## src/design/nested_region_latency_stats_core_assert.svh

```systemverilog
// Assertion macros for the region profiler.
`ifndef NESTED_REGION_LATENCY_STATS_CORE_ASSERT_SVH
`define NESTED_REGION_LATENCY_STATS_CORE_ASSERT_SVH

`ifndef SYNTHESIS

`define NRLS_ASSERT_NOW(label, clk, rst, ante, cons) \
   label: assert property (@(posedge clk) disable iff (rst) (ante) |-> (cons)) \
      else $error("nrls: same-cycle check failed");

`define NRLS_ASSERT_NEXT(label, clk, rst, ante, cons) \
   label: assert property (@(posedge clk) disable iff (rst) (ante) |=> (cons)) \
      else $error("nrls: next-cycle check failed");

`else

`define NRLS_ASSERT_NOW(label, clk, rst, ante, cons)

`define NRLS_ASSERT_NEXT(label, clk, rst, ante, cons)

`endif

`endif

```

## src/design/nrls_pkg.sv

```systemverilog
`default_nettype none

package nrls_pkg;

   localparam int OP_W           = 2;
   localparam int CAT_W          = 5;
   localparam int TS_W           = 64;
   localparam int CNT_W          = 32;
   localparam int STATUS_W       = 2;
   localparam int CATEGORY_COUNT = 32;
   localparam int STACK_DEPTH    = 8;
   localparam int SP_W           = $clog2(STACK_DEPTH + 1);
   localparam int STK_IDX_W      = (STACK_DEPTH > 1) ? $clog2(STACK_DEPTH) : 1;

   localparam logic [OP_W-1:0] OP_ENTER = 2'd0;
   localparam logic [OP_W-1:0] OP_LEAVE = 2'd1;
   localparam logic [OP_W-1:0] OP_READ  = 2'd2;

   localparam logic [STATUS_W-1:0] STATUS_OK        = 2'd0;
   localparam logic [STATUS_W-1:0] STATUS_OVERFLOW  = 2'd1;
   localparam logic [STATUS_W-1:0] STATUS_UNDERFLOW = 2'd2;

   typedef struct packed {
      logic [CNT_W-1:0] count;
      logic [TS_W-1:0]  lat_total;
      logic [TS_W-1:0]  occ_total;
      logic [TS_W-1:0]  lat_min;
      logic [TS_W-1:0]  lat_max;
      logic [TS_W-1:0]  occ_min;
      logic [TS_W-1:0]  occ_max;
   } stats_type;

   typedef struct packed {
      logic             active;
      logic [CAT_W-1:0] cat;
      logic [TS_W-1:0]  lat_start;
      logic [TS_W-1:0]  occ_start;
      logic [TS_W-1:0]  accum;
   } ctx_type;

   typedef struct packed {
      logic             en;
      logic [CAT_W-1:0] addr;
      stats_type        data;
   } stats_wr_type;

   typedef struct packed {
      logic                 en;
      logic [STK_IDX_W-1:0] addr;
      ctx_type              data;
   } stack_wr_type;

endpackage

`default_nettype wire

```

## src/design/nrls_stats_update.sv

```systemverilog
`default_nettype none

module nrls_stats_update (
   input  nrls_pkg::stats_type           old_stats,
   input  logic [nrls_pkg::TS_W-1:0]     lat,
   input  logic [nrls_pkg::TS_W-1:0]     occ,
   output nrls_pkg::stats_type           new_stats
);
   import nrls_pkg::*;

   always_comb begin
      new_stats.lat_total = old_stats.lat_total + lat;
      new_stats.occ_total = old_stats.occ_total + occ;
      if (old_stats.count == '0) begin
         new_stats.lat_min = lat;
         new_stats.lat_max = lat;
         new_stats.occ_min = occ;
         new_stats.occ_max = occ;
      end else begin
         new_stats.lat_min = (lat < old_stats.lat_min) ? lat : old_stats.lat_min;
         new_stats.lat_max = (lat > old_stats.lat_max) ? lat : old_stats.lat_max;
         new_stats.occ_min = (occ < old_stats.occ_min) ? occ : old_stats.occ_min;
         new_stats.occ_max = (occ > old_stats.occ_max) ? occ : old_stats.occ_max;
      end
      // saturating count
      new_stats.count = (old_stats.count == '1) ? old_stats.count
                                                : old_stats.count + CNT_W'(1);
   end

endmodule

`default_nettype wire

```

## config.mk

```make
export PLATFORM = sky130hd
export DESIGN_NAME = nrls_stats_update
export DESIGN_NICKNAME = d
export VERILOG_FILES = /design/src/design/nested_region_latency_stats_core_assert.svh /design/src/design/nrls_pkg.sv /design/src/design/nrls_stats_update.sv
export SDC_FILE = /design/constraint.sdc
export NUM_CORES = 1
export LEC_CHECK = 0
export ABC_AREA = 1
export BUFFER_PORTS_ARGS = -buffer_cell sky130_fd_sc_hd__buf_4
export CORE_AREA = 2 2 371 373
export DETAILED_ROUTE_END_ITERATION = 7
export DIE_AREA = 0 0 373 375
export PLACE_DENSITY = 0.31
export SLEW_MARGIN = 20
export SYNTH_ARGS = -nofsm -noshare
export SYNTH_HDL_FRONTEND = slang
export SYNTH_SLANG_ARGS = --single-unit
```

## constraint.sdc

```tcl
create_clock -name vclk -period 5.5
set_input_delay 0.55 -clock vclk [all_inputs]
set_output_delay 0.55 -clock vclk [all_outputs]
set_load 0.01 [all_outputs]
```

==> summary.txt <==
Crit path max fanout -> 64
First-pass iteration count of the detailed router -> 5
Syn nets -> 4878
Pwr Density -> 131 nW/um^2
Most common cell after layout, fill and taps aside -> nand2_1
WP data arrival -> 3.83 ns
Final slew viol count -> 0
Hold endpoint -> new_stats[384]
Post-CTS setup buffer count -> 0
Cells on Worst Hold Path -> 3
Worst EP required -> 4.95 ns
Gr usage total -> 20.7%
Post-route ant nets -> 0
Final Non-Filler Cells -> 6646
Initial drt markers -> 1146
HP Start -> old_stats[384]
Hold-fix buffers at CTS -> 0
Die height -> 375 um
# rows -> 136
Post_cts resized -> 0
Post-layout util -> 22.0%
Wirelength per Cell -> 22.8 um
Period utilization -> 79.7%
Sequential fraction of the synthesis area -> 0%
Worst-margin pin slew -> 0.953 ns
Starting density of the core -> 15.4%
Fin. Hold Viols -> 0
Avg Inst Size Synth -> 5.32 sq um
Via Count -> 28500
Placed cells -> 6642
Max Cap Viol -> 0
Crit-path slowest cell -> buf_4
Vias in the first global route -> 30000
Final-report setup violation count -> 0
Via density -> 4.29
Cell variety after synth -> 36
Register area -> 0 sq um
Clock buffer count -> 0
Setup CP Type -> in2out
DRC -> 0
Crit path max-delay family -> simple AND/OR/NAND/NOR gates
DP HPWL -> 135000 um
Clock period minus worst slack -> 4.38 ns
Buffers added on ports -> 960
Layout area overhead -> 42.5%
First-pass GRT wire length -> 214000 um
GRT overflow -> 0
Commonest non-fill, non-tap cells in the layout -> 1263 x nand2_1, 973 x buf_4, 649 x inv_1
Crit start category -> input port
Core ar. -> 136000 sq um
RePlAce Congestion -> 0.903
Setup_tns -> 0 ns
Outcome -> completed
Worst VDD drop -> 70.8 uV
Yosys warnings -> 0
Worst Hold Class -> in2out
Mapped Area -> 21000 sq um
RSZ-0062 raised after global routing -> false
Critical path endpoint category -> primary output
CP max stage delay -> 0.67 ns
Critical-path cell list -> buf_4, ha_1, nand2_1, nor4_1, nand2_1, nor2_1, nand4_1, nand2_4, buf_4, nand3_1, nand2_1, buf_4
Routed WL -> 151000 um
Fin nets -> 5778
Number of sequential cells -> 0
Ports -> 960
Die ar. -> 140000 sq um
Share of layout cells above drive strength 1 -> 20.6%
Leak -> 0.0170 uW
Fmax achieved -> 0.228 GHz
Largest net degree at the start of global routing -> 101
Buf/Inv on CP -> 3
Relative slew slack -> 36.5%
Die X -> 373 um
Cells after Synth -> 3950
Initial antenna violation count -> 15
[cell usage after synthesis (all sizes together), types with 6 or more instances]
cell type,count,area [sq um]
o21ai,148,741
clkbuf,6,72.6
nor2,390,1470
xor2,101,885
nor3,44,230
nor4,13,96.3
ha,382,4780
nand2,1272,4810
a21oi,281,1410
a31oi,22,138
xnor2,14,123
inv,649,2440
nand3,403,2030
a21boi,8,67.6
nand4,39,259
o21a,27,203
a21o,27,203
o211ai,9,67.6
o21bai,28,210
buf,74,669
nand3b,8,60.1
[per-layer routing]
| layer | track usage [%] | vias to the layer above | part of all wire, % |
|---|---|---|---|
| li1 | - | 14500 | - |
| met1 | 23.7 | 13100 | 41 |
| met2 | 39.9 | 784 | 52 |
| met3 | 3.88 | 79 | 5.4 |
| met4 | 2.98 | 10 | 1.7 |
| met5 | 0 | - | 0.039 |
[cell families after synthesis]
logic type	share of synthesized area [%]
simple gates	42.7
buf+inv	15.1
compound gates	14.4
fa+ha+maj	22.9
xor+xnor	4.79
[layout make-up]
class                      instances  area [sq um]
inverter                         649          2440
antenna                            4          10.0
timing repair buffer             978          7400
multi-input combinational       3221         17900
fill                           16200        106000
tap                             1794          2240
[power by group]
part	leakage (uW)	total [uW]	switching [uW]	internal [uW]
Sequential	0	0	0	0
Clock	0.0000000254	0.0000979	0	0.0000979
Combinational	0.0170	3930	2410	1520
Total	0.0170	3930	2410	1520
[worst max path at each step]
stage,to,depth (start not counted),slack (ns),startpoint
after detailed placement,new_stats[12],12,1.08,occ[55]
after CTS,new_stats[12],12,1.11,occ[55]
after global placement,new_stats[15],12,1.07,occ[55]
final,new_stats[12],12,1.12,occ[55]
after floorplan,new_stats[362],13,2.72,old_stats[320]
after global routing,new_stats[69],15,1.05,occ[63]
[metrics by stage]
step	area, sq um	setup WS [ns]	hold slack, ns	total power, uW
5_1_grt	30000	1.05	1.41	4310
6_report	30000	1.12	1.40	3930
3_3_place_gp	29900	1.07	1.41	3990
4_1_cts	29900	1.11	1.41	4000
3_5_place_dp	29900	1.08	1.41	3980
2_1_floorplan	21000	2.72	1.18	1840
Power figures use the tool's default switching activity.
